===== config.mk =====
export PLATFORM = sky130hd
export DESIGN_NAME = decimal_id_to_hex_frame_encoder
export DESIGN_NICKNAME = d
export VERILOG_FILES = /design/src/sv/dhfe_pkg.sv /design/src/sv/decimal_id_to_hex_frame_encoder.sv
export VERILOG_INCLUDE_DIRS = /design/src /design/src/sv
export SDC_FILE = /design/constraint.sdc
export NUM_CORES = 1
export LEC_CHECK = 0
export BUFFER_PORTS_ARGS = -buffer_cell sky130_fd_sc_hd__buf_2
export CAP_MARGIN = 20
export CORE_MARGIN = 3
export CORE_UTILIZATION = 63
export CTS_CLUSTER_DIAMETER = 100
export CTS_CLUSTER_SIZE = 14
export DETAILED_ROUTE_END_ITERATION = 7
export HOLD_SLACK_MARGIN = 0.02
export PLACE_DENSITY_LB_ADDON = 0.25
export SLEW_MARGIN = 20
export SYNTH_ARGS = -nofsm -noshare
export SYNTH_HDL_FRONTEND = slang
export SYNTH_SLANG_ARGS = --single-unit

===== constraint.sdc =====
create_clock -name clk -period 4.83 [get_ports clk]
set_input_delay 0.2415 -clock clk [delete_from_list [all_inputs] [get_ports clk]]
set_output_delay 0.2415 -clock clk [all_outputs]
set_load 0.01 [all_outputs]

===== src/sv/decimal_id_to_hex_frame_encoder_macros.svh =====
// Assertion macros for the decimal id to hex frame encoder.
// Each check is sampled on the rising clock edge and held off during reset.
`ifndef DECIMAL_ID_TO_HEX_FRAME_ENCODER_MACROS_SVH
`define DECIMAL_ID_TO_HEX_FRAME_ENCODER_MACROS_SVH

`ifndef SYNTH

// Property that holds in the same cycle
`define DHFE_ASSERT(label, prop, msg) \
    label: assert property (@(posedge clk) disable iff (!rst_n) (prop)) else $error(msg);

// Antecedent now, consequent in the next cycle
`define DHFE_ASSERT_NEXT(label, ante, cons, msg) \
    label: assert property (@(posedge clk) disable iff (!rst_n) (ante) |=> (cons)) \
        else $error(msg);

`else

`define DHFE_ASSERT(label, prop, msg)
`define DHFE_ASSERT_NEXT(label, ante, cons, msg)

`endif

`endif


===== src/sv/dhfe_pkg.sv =====
`default_nettype none

package dhfe_pkg;

    // Most digits held in one number
    localparam logic [3:0] MAX_DIGITS = 4'd15;

    // Parser phases
    localparam logic [1:0] PH_LEAD   = 2'd0;
    localparam logic [1:0] PH_DIGITS = 2'd1;
    localparam logic [1:0] PH_IGNORE = 2'd2;

    // Status codes
    localparam logic [2:0] ST_OK       = 3'd0;
    localparam logic [2:0] ST_EMPTY    = 3'd1;
    localparam logic [2:0] ST_NONDIGIT = 3'd2;
    localparam logic [2:0] ST_TOOLONG  = 3'd3;
    localparam logic [2:0] ST_TOOBIG   = 3'd4;

    // Frame control bytes
    localparam logic [7:0] CH_STX = 8'h02;
    localparam logic [7:0] CH_CR  = 8'h0D;
    localparam logic [7:0] CH_LF  = 8'h0A;
    localparam logic [7:0] CH_ETX = 8'h03;
    localparam logic [7:0] CH_NUL = 8'h00;
    localparam logic [7:0] CH_SP  = 8'h20;
    localparam logic [7:0] CH_TAB = 8'h09;

    // Positions within the 12-byte frame
    localparam logic [3:0] IDX_STX = 4'd0;
    localparam logic [3:0] IDX_CR  = 4'd9;
    localparam logic [3:0] IDX_LF  = 4'd10;
    localparam logic [3:0] IDX_ETX = 4'd11;

    // Upper-case ASCII for one nibble
    function automatic logic [7:0] hex_char(input logic [3:0] nib);
        logic [7:0] ch;
        if (nib < 4'd10)
            ch = 8'h30 + {4'h0, nib};
        else
            ch = 8'h37 + {4'h0, nib};
        return ch;
    endfunction

endpackage

`default_nettype wire


===== src/sv/decimal_id_to_hex_frame_encoder.sv =====
// The first result of a character is registered and shows in the cycle after its request
// is taken. Throughput: one character per cycle while no result is pending; a character
// that ends a number or raises an error holds the input until its report (1 item) or
// frame (12 items, one per cycle while m_tready is high) has drained, limited by the
// single result register. Reset (rst_n, asynchronous, active low) clears the parser to
// the leading whitespace phase and empties the result register.
`default_nettype none

`include "decimal_id_to_hex_frame_encoder_macros.svh"

module decimal_id_to_hex_frame_encoder
    import dhfe_pkg::*;
(
    input  wire logic        clk,
    input  wire logic        rst_n,
    input  wire logic        s_tvalid,
    output logic             s_tready,
    input  wire logic [7:0]  s_tdata,   // [7:0] char_code
    output logic             m_tvalid,
    input  wire logic        m_tready,
    output logic [15:0]      m_tdata,   // [7:0] frame_byte, [10:8] status, rest zero
    output logic             m_tlast    // last
);

    // Parser state
    logic [1:0]  phase_reg, phase_next;
    logic [3:0]  count_reg, count_next;
    logic [31:0] acc_reg, acc_next;
    logic        big_reg, big_next;

    // Result register
    logic        job_valid_reg;
    logic        job_err_reg;
    logic [2:0]  job_status_reg;
    logic [31:0] job_value_reg;
    logic [3:0]  job_idx_reg;

    // New job from this character
    logic        emit;
    logic        emit_err;
    logic [2:0]  emit_status;

    logic        s_fire, m_fire, job_last, job_done;
    logic        is_space, is_digit, is_nul, in_digits;
    logic [3:0]  eff_count;
    logic [31:0] eff_acc;
    logic        eff_big;
    logic [35:0] acc_x10;
    logic [35:0] acc_sum;
    logic [7:0]  frame_byte;

    // Handshake
    assign job_last = job_err_reg || (job_idx_reg == IDX_ETX);
    assign m_fire   = job_valid_reg && m_tready;
    assign job_done = m_fire && job_last;
    assign s_tready = !job_valid_reg || job_done;
    assign s_fire   = s_tvalid && s_tready;

    // Character classes
    assign is_nul   = (s_tdata == CH_NUL);
    assign is_space = (s_tdata == CH_SP) || (s_tdata == CH_TAB) ||
                      (s_tdata == CH_CR) || (s_tdata == CH_LF);
    assign is_digit = (s_tdata >= 8'h30) && (s_tdata <= 8'h39);

    // A non-blank in the lead phase starts a fresh number
    assign in_digits = (phase_reg == PH_DIGITS) ||
                       ((phase_reg == PH_LEAD) && !is_nul && !is_space);
    assign eff_acc   = (phase_reg == PH_DIGITS) ? acc_reg   : 32'd0;
    assign eff_count = (phase_reg == PH_DIGITS) ? count_reg : 4'd0;
    assign eff_big   = (phase_reg == PH_DIGITS) ? big_reg   : 1'b0;

    // value * 10 + digit, kept wide to catch overflow
    assign acc_x10 = ({4'b0000, eff_acc} << 3) + ({4'b0000, eff_acc} << 1);
    assign acc_sum = acc_x10 + {32'd0, s_tdata[3:0]};

    // Parser next state
    always_comb
    begin
        phase_next  = phase_reg;
        count_next  = count_reg;
        acc_next    = acc_reg;
        big_next    = big_reg;
        emit        = 1'b0;
        emit_err    = 1'b0;
        emit_status = ST_OK;
        if (s_fire)
        begin
            if (in_digits)
            begin
                if (is_nul || is_space)
                begin
                    emit        = 1'b1;
                    emit_err    = eff_big;
                    emit_status = eff_big ? ST_TOOBIG : ST_OK;
                    phase_next  = is_nul ? PH_LEAD : PH_IGNORE;
                    count_next  = 4'd0;
                    acc_next    = 32'd0;
                    big_next    = 1'b0;
                end
                else if (!is_digit)
                begin
                    emit        = 1'b1;
                    emit_err    = 1'b1;
                    emit_status = ST_NONDIGIT;
                    phase_next  = PH_IGNORE;
                    count_next  = 4'd0;
                    acc_next    = 32'd0;
                    big_next    = 1'b0;
                end
                else if (eff_count >= MAX_DIGITS)
                begin
                    emit        = 1'b1;
                    emit_err    = 1'b1;
                    emit_status = ST_TOOLONG;
                    phase_next  = PH_IGNORE;
                    count_next  = 4'd0;
                    acc_next    = 32'd0;
                    big_next    = 1'b0;
                end
                else
                begin
                    phase_next = PH_DIGITS;
                    count_next = eff_count + 4'd1;
                    acc_next   = acc_sum[31:0];
                    big_next   = eff_big || (acc_sum[35:32] != 4'd0);
                end
            end
            else
            begin
                case (phase_reg)
                    PH_LEAD:
                    begin
                        // blanks are skipped; a zero byte means an empty message
                        if (is_nul)
                        begin
                            emit        = 1'b1;
                            emit_err    = 1'b1;
                            emit_status = ST_EMPTY;
                            count_next  = 4'd0;
                            acc_next    = 32'd0;
                            big_next    = 1'b0;
                        end
                    end
                    default:
                    begin
                        // ignore phase, also the unused code
                        if (is_nul)
                        begin
                            phase_next = PH_LEAD;
                            count_next = 4'd0;
                            acc_next   = 32'd0;
                            big_next   = 1'b0;
                        end
                    end
                endcase
            end
        end
    end

    always_ff @(posedge clk or negedge rst_n)
    begin
        if (!rst_n)
        begin
            phase_reg <= PH_LEAD;
            count_reg <= 4'd0;
            acc_reg   <= 32'd0;
            big_reg   <= 1'b0;
        end
        else
        begin
            phase_reg <= phase_next;
            count_reg <= count_next;
            acc_reg   <= acc_next;
            big_reg   <= big_next;
        end
    end

    // Result register control
    always_ff @(posedge clk or negedge rst_n)
    begin
        if (!rst_n)
        begin
            job_valid_reg <= 1'b0;
            job_idx_reg   <= IDX_STX;
        end
        else if (emit)
        begin
            job_valid_reg <= 1'b1;
            job_idx_reg   <= IDX_STX;
        end
        else if (job_done)
        begin
            job_valid_reg <= 1'b0;
        end
        else if (m_fire)
        begin
            job_idx_reg <= job_idx_reg + 4'd1;
        end
    end

    // Result payload; hex digits leave from the top nibble
    always_ff @(posedge clk)
    begin
        if (emit)
        begin
            job_err_reg    <= emit_err;
            job_status_reg <= emit_status;
            job_value_reg  <= eff_acc;
        end
        else if (m_fire && (job_idx_reg != IDX_STX))
        begin
            job_value_reg <= {job_value_reg[27:0], 4'h0};
        end
    end

    // Output byte
    always_comb
    begin
        if (job_err_reg)
            frame_byte = CH_NUL;
        else
        begin
            case (job_idx_reg)
                IDX_STX: frame_byte = CH_STX;
                IDX_CR:  frame_byte = CH_CR;
                IDX_LF:  frame_byte = CH_LF;
                IDX_ETX: frame_byte = CH_ETX;
                default: frame_byte = hex_char(job_value_reg[31:28]);
            endcase
        end
    end

    assign m_tvalid = job_valid_reg;
    assign m_tdata  = {5'b00000, job_status_reg, frame_byte};
    assign m_tlast  = job_last;

    // Checks
    `DHFE_ASSERT(a_err_item, (m_tvalid && (m_tdata[10:8] != ST_OK)) |->
        ((m_tdata[7:0] == CH_NUL) && m_tlast), "error item must be a zero byte with last")
    `DHFE_ASSERT(a_idx_range, job_valid_reg |-> (job_idx_reg <= IDX_ETX),
        "frame index beyond last byte")
    `DHFE_ASSERT(a_count_range, count_reg <= MAX_DIGITS, "digit count beyond limit")
    `DHFE_ASSERT_NEXT(a_drain, (m_tvalid && m_tready && m_tlast && !emit), !m_tvalid,
        "result still shown after its last item was taken")

endmodule

`default_nettype wire


==> metrics.yaml <==
r2r_setup_slack_ns: 0.91
place_inst: 765
cp.buffers_inverters: 1
tightest_slew_ns: 0.841
synth_flop_cell: "dfrtp_1"
clock_latency_ns: 0.36
synth-adder-area-share: 0.147
ant_nets: 0
synth_edf_count: 36
first_pass_iters: 5
fp.dieH_um: 104
final.setup.tns_ns: 0
hold_end: "acc_reg[0]$_DFFE_PN0P_"
muxShareOfSynthArea: 0.0540
synth_compound_area_frac: 0.169
yosysUniqueCellTypes: 73
die_w_um: 104
worstPathArrival_ns: 4.15
synth_area_per_cell_um2: 9.46
fmax_mhz: 255
rows: 34
min_path_type: "in2reg"
endpoint_kind: "flop"
synthArstFlopShare: 0.550
crit_type: "reg2reg"
via_count: 4736
p_total_mw: 1.30
place_congestion: 0.932
slew_headroom: 0.439
diodes: 0
p_leak_nw: 2.87
antenna_found_initial: 0
root_buffer: "clkbuf_8"
seq_area_frac_synth: 0.364
wl_per_cell_um: 17.0
crit_slowest_cell: "dfrtp_1"
grt_overflow_total: 0
cts_tree: "done"
skew_ns: 0.0118
hpwlAfterDp_um: 9820
coreArea_mm2: 0.00898
crit_family: "compound AO/OA/AOI/OAI gates"
hold_violations: 0
path_cells: "nor2_2 -> buf_4 -> nand2_1 -> xnor2_1 -> ha_1 -> ha_1 -> a21oi_1 -> nand4b_1 -> a2111o_1 -> a21oi_1 -> a31oi_1 -> and3_1 -> xnor2_1 -> a2111oi_0 -> o21ai_1"
yosys_register_bits: 80
finalSetupViolations: 0
drv_cap: 0
fin_nets: 733
area_growth_pct: 6.07
reg2reg_from: "phase_reg[1]$_DFFE_PN0P_"
fillCellCount: 703
ir_drop_v: 0.000148
status: "finished, final reports clean"
max_stage_delay_ns: 0.47
drtIter0Drc: 310
cts_buffers: 9
synth_xor_area_frac: 0.0497
finalWirelength_um: 13300
hp-start: "s_tdata[0]"
path_clk_slew_ns: 0.09
cp_max_fo: 22
yosysWarnings: 0
grt_use_total: 0.254
r2r-end: "big_reg$_DFFE_PN0P_"
pin_count: 31
start_kind: "flop"
fin_crit_sh: 0.811
cts_resized: 0
yosys.area_share.simple: 0.174
stdcell_count: 782
powerDensity_mw_per_mm2: 204
synth_area_mm2: 0.00600
die_area_mm2: 0.0107
slew_violations: 0
grt_max_degree: 45
cts_setup_buffers: 0
htreeDepth: 3
via_per_inst: 6.06
initial_core_util: 0.668
clock_path_buffers: 2
drive_above_1_share: 0.130
clock_sinks: 80
required_ns: 5.07
holdPathStages: 2
drc: 0
grt_pass1_vias: 4781
post-route-util: 0.709
portBuffers: 24
postSynthCellCount: 634
min_period_ns: 3.92
reg2regPathDepth: 15
synth_top_family_by_area: "simple AND/OR/NAND/NOR gates"
rsz0062_at_grt: "no"
timing.hold.ws_ns: 0.155
grt_pass1_wl_um: 22800
-- Yosys cell counts, types with 7 or more instances --
library cell  count  area, um^2
nand3_1           7        35.0
a21oi_1          45         225
mux2_2           27         304
nand4_1           8        50.1
clkbuf_1         15        56.3
nand2_1          74         278
inv_1            23        86.3
ha_1             69         863
edfxtp_1         36        1080
nor2_1           34         128
xnor2_1          16         140
nand2b_1          9        56.3
and2_1           35         219
buf_4             9        67.6
dfrtp_1          44        1100
o21ai_0          56         280
xor2_1           18         158
nor3_1            7        35.0
and3_1           10        62.6
-- stage by stage --
| stage | worst slack [ns] | cell area (um^2) |
|---|---|---|
| floorplan | 1.07 | 6020 |
| global placement | 1.19 | 6170 |
| detailed placement | 0.987 | 6170 |
| CTS | 0.948 | 6350 |
| global route | 0.665 | 6360 |
| finish | 0.911 | 6360 |
-- per-layer routing --
metal  GRT usage  part of all wire  vias to the layer above
li1            -                 -                     2329
met1       0.343              0.45                     2268
met2       0.436              0.50                      118
met3      0.0386             0.041                       21
met4      0.0589             0.013                        0
met5           0                 0                        -
-- power breakdown --
part	total (mW)	switching (mW)	internal [mW]
clock	0.459	0.258	0.201
combinational	0.111	0.0679	0.0434
sequential	0.728	0.0126	0.716
-- worst max path at each step --
stage / start / endpoint / slack, ns / cells after the start
6_report: phase_reg[1]$_DFFE_PN0P_ / big_reg$_DFFE_PN0P_ / 0.91 / 15
5_1_grt: phase_reg[0]$_DFFE_PN0P_ / big_reg$_DFFE_PN0P_ / 0.66 / 16
4_1_cts: phase_reg[1]$_DFFE_PN0P_ / big_reg$_DFFE_PN0P_ / 0.95 / 15
3_5_place_dp: phase_reg[0]$_DFFE_PN0P_ / big_reg$_DFFE_PN0P_ / 0.99 / 16
3_3_place_gp: phase_reg[1]$_DFFE_PN0P_ / big_reg$_DFFE_PN0P_ / 1.19 / 15
2_1_floorplan: phase_reg[1]$_DFFE_PN0P_ / big_reg$_DFFE_PN0P_ / 1.07 / 17
-- what timing repair did --
item,in CTS,in global routing
hold buffers,0,1
setup endpoints to repair,0,0
hold endpoints to repair,0,44
-- kinds of logic (layout without fill, tap and decap cells) --
group | after synthesis | after routing
AND/OR/NAND/NOR | 207 | 207
AO/OA/AOI/OAI | 161 | 161
flip-flops | 80 | 80
adder cells (fa/ha/maj) | 70 | 70
buffers and inverters | 52 | 69
XOR/XNOR | 34 | 34
multiplexers | 29 | 29
other | 1 | 6
-- cell usage in the layout (no fill, tap or decap), types with 18 or more instances in the layout --
cell	n
a21oi_1	45
and2_1	35
buf_2	23
dfrtp_1	44
edfxtp_1	36
ha_1	69
inv_1	23
mux2_2	27
nand2_1	74
nor2_1	33
o21ai_0	55
xor2_1	18
-- worst reg2reg max path: stages, from the launching register on --
cell	delay, ns
dfrtp_1	0.47
nor2_2	0.16
buf_4	0.24
nand2_1	0.15
xnor2_1	0.15
ha_1	0.30
ha_1	0.29
a21oi_1	0.07
nand4b_1	0.20
a2111o_1	0.47
a21oi_1	0.35
a31oi_1	0.16
and3_1	0.22
xnor2_1	0.12
a2111oi_0	0.36
o21ai_1	0.10
-- final cells by class --
cell class / instances / area [um^2] / area share
well taps: 126 / 158 / 0.0248
flip-flops and latches: 80 / 2180 / 0.343
inverters: 24 / 90.1 / 0.0142
clock buffers: 12 / 145 / 0.0228
clock inverters: 4 / 30.0 / 0.00472
repair buffers: 29 / 163 / 0.0256
multi-input cells: 507 / 3590 / 0.565
(Power assumes the default switching activity.)
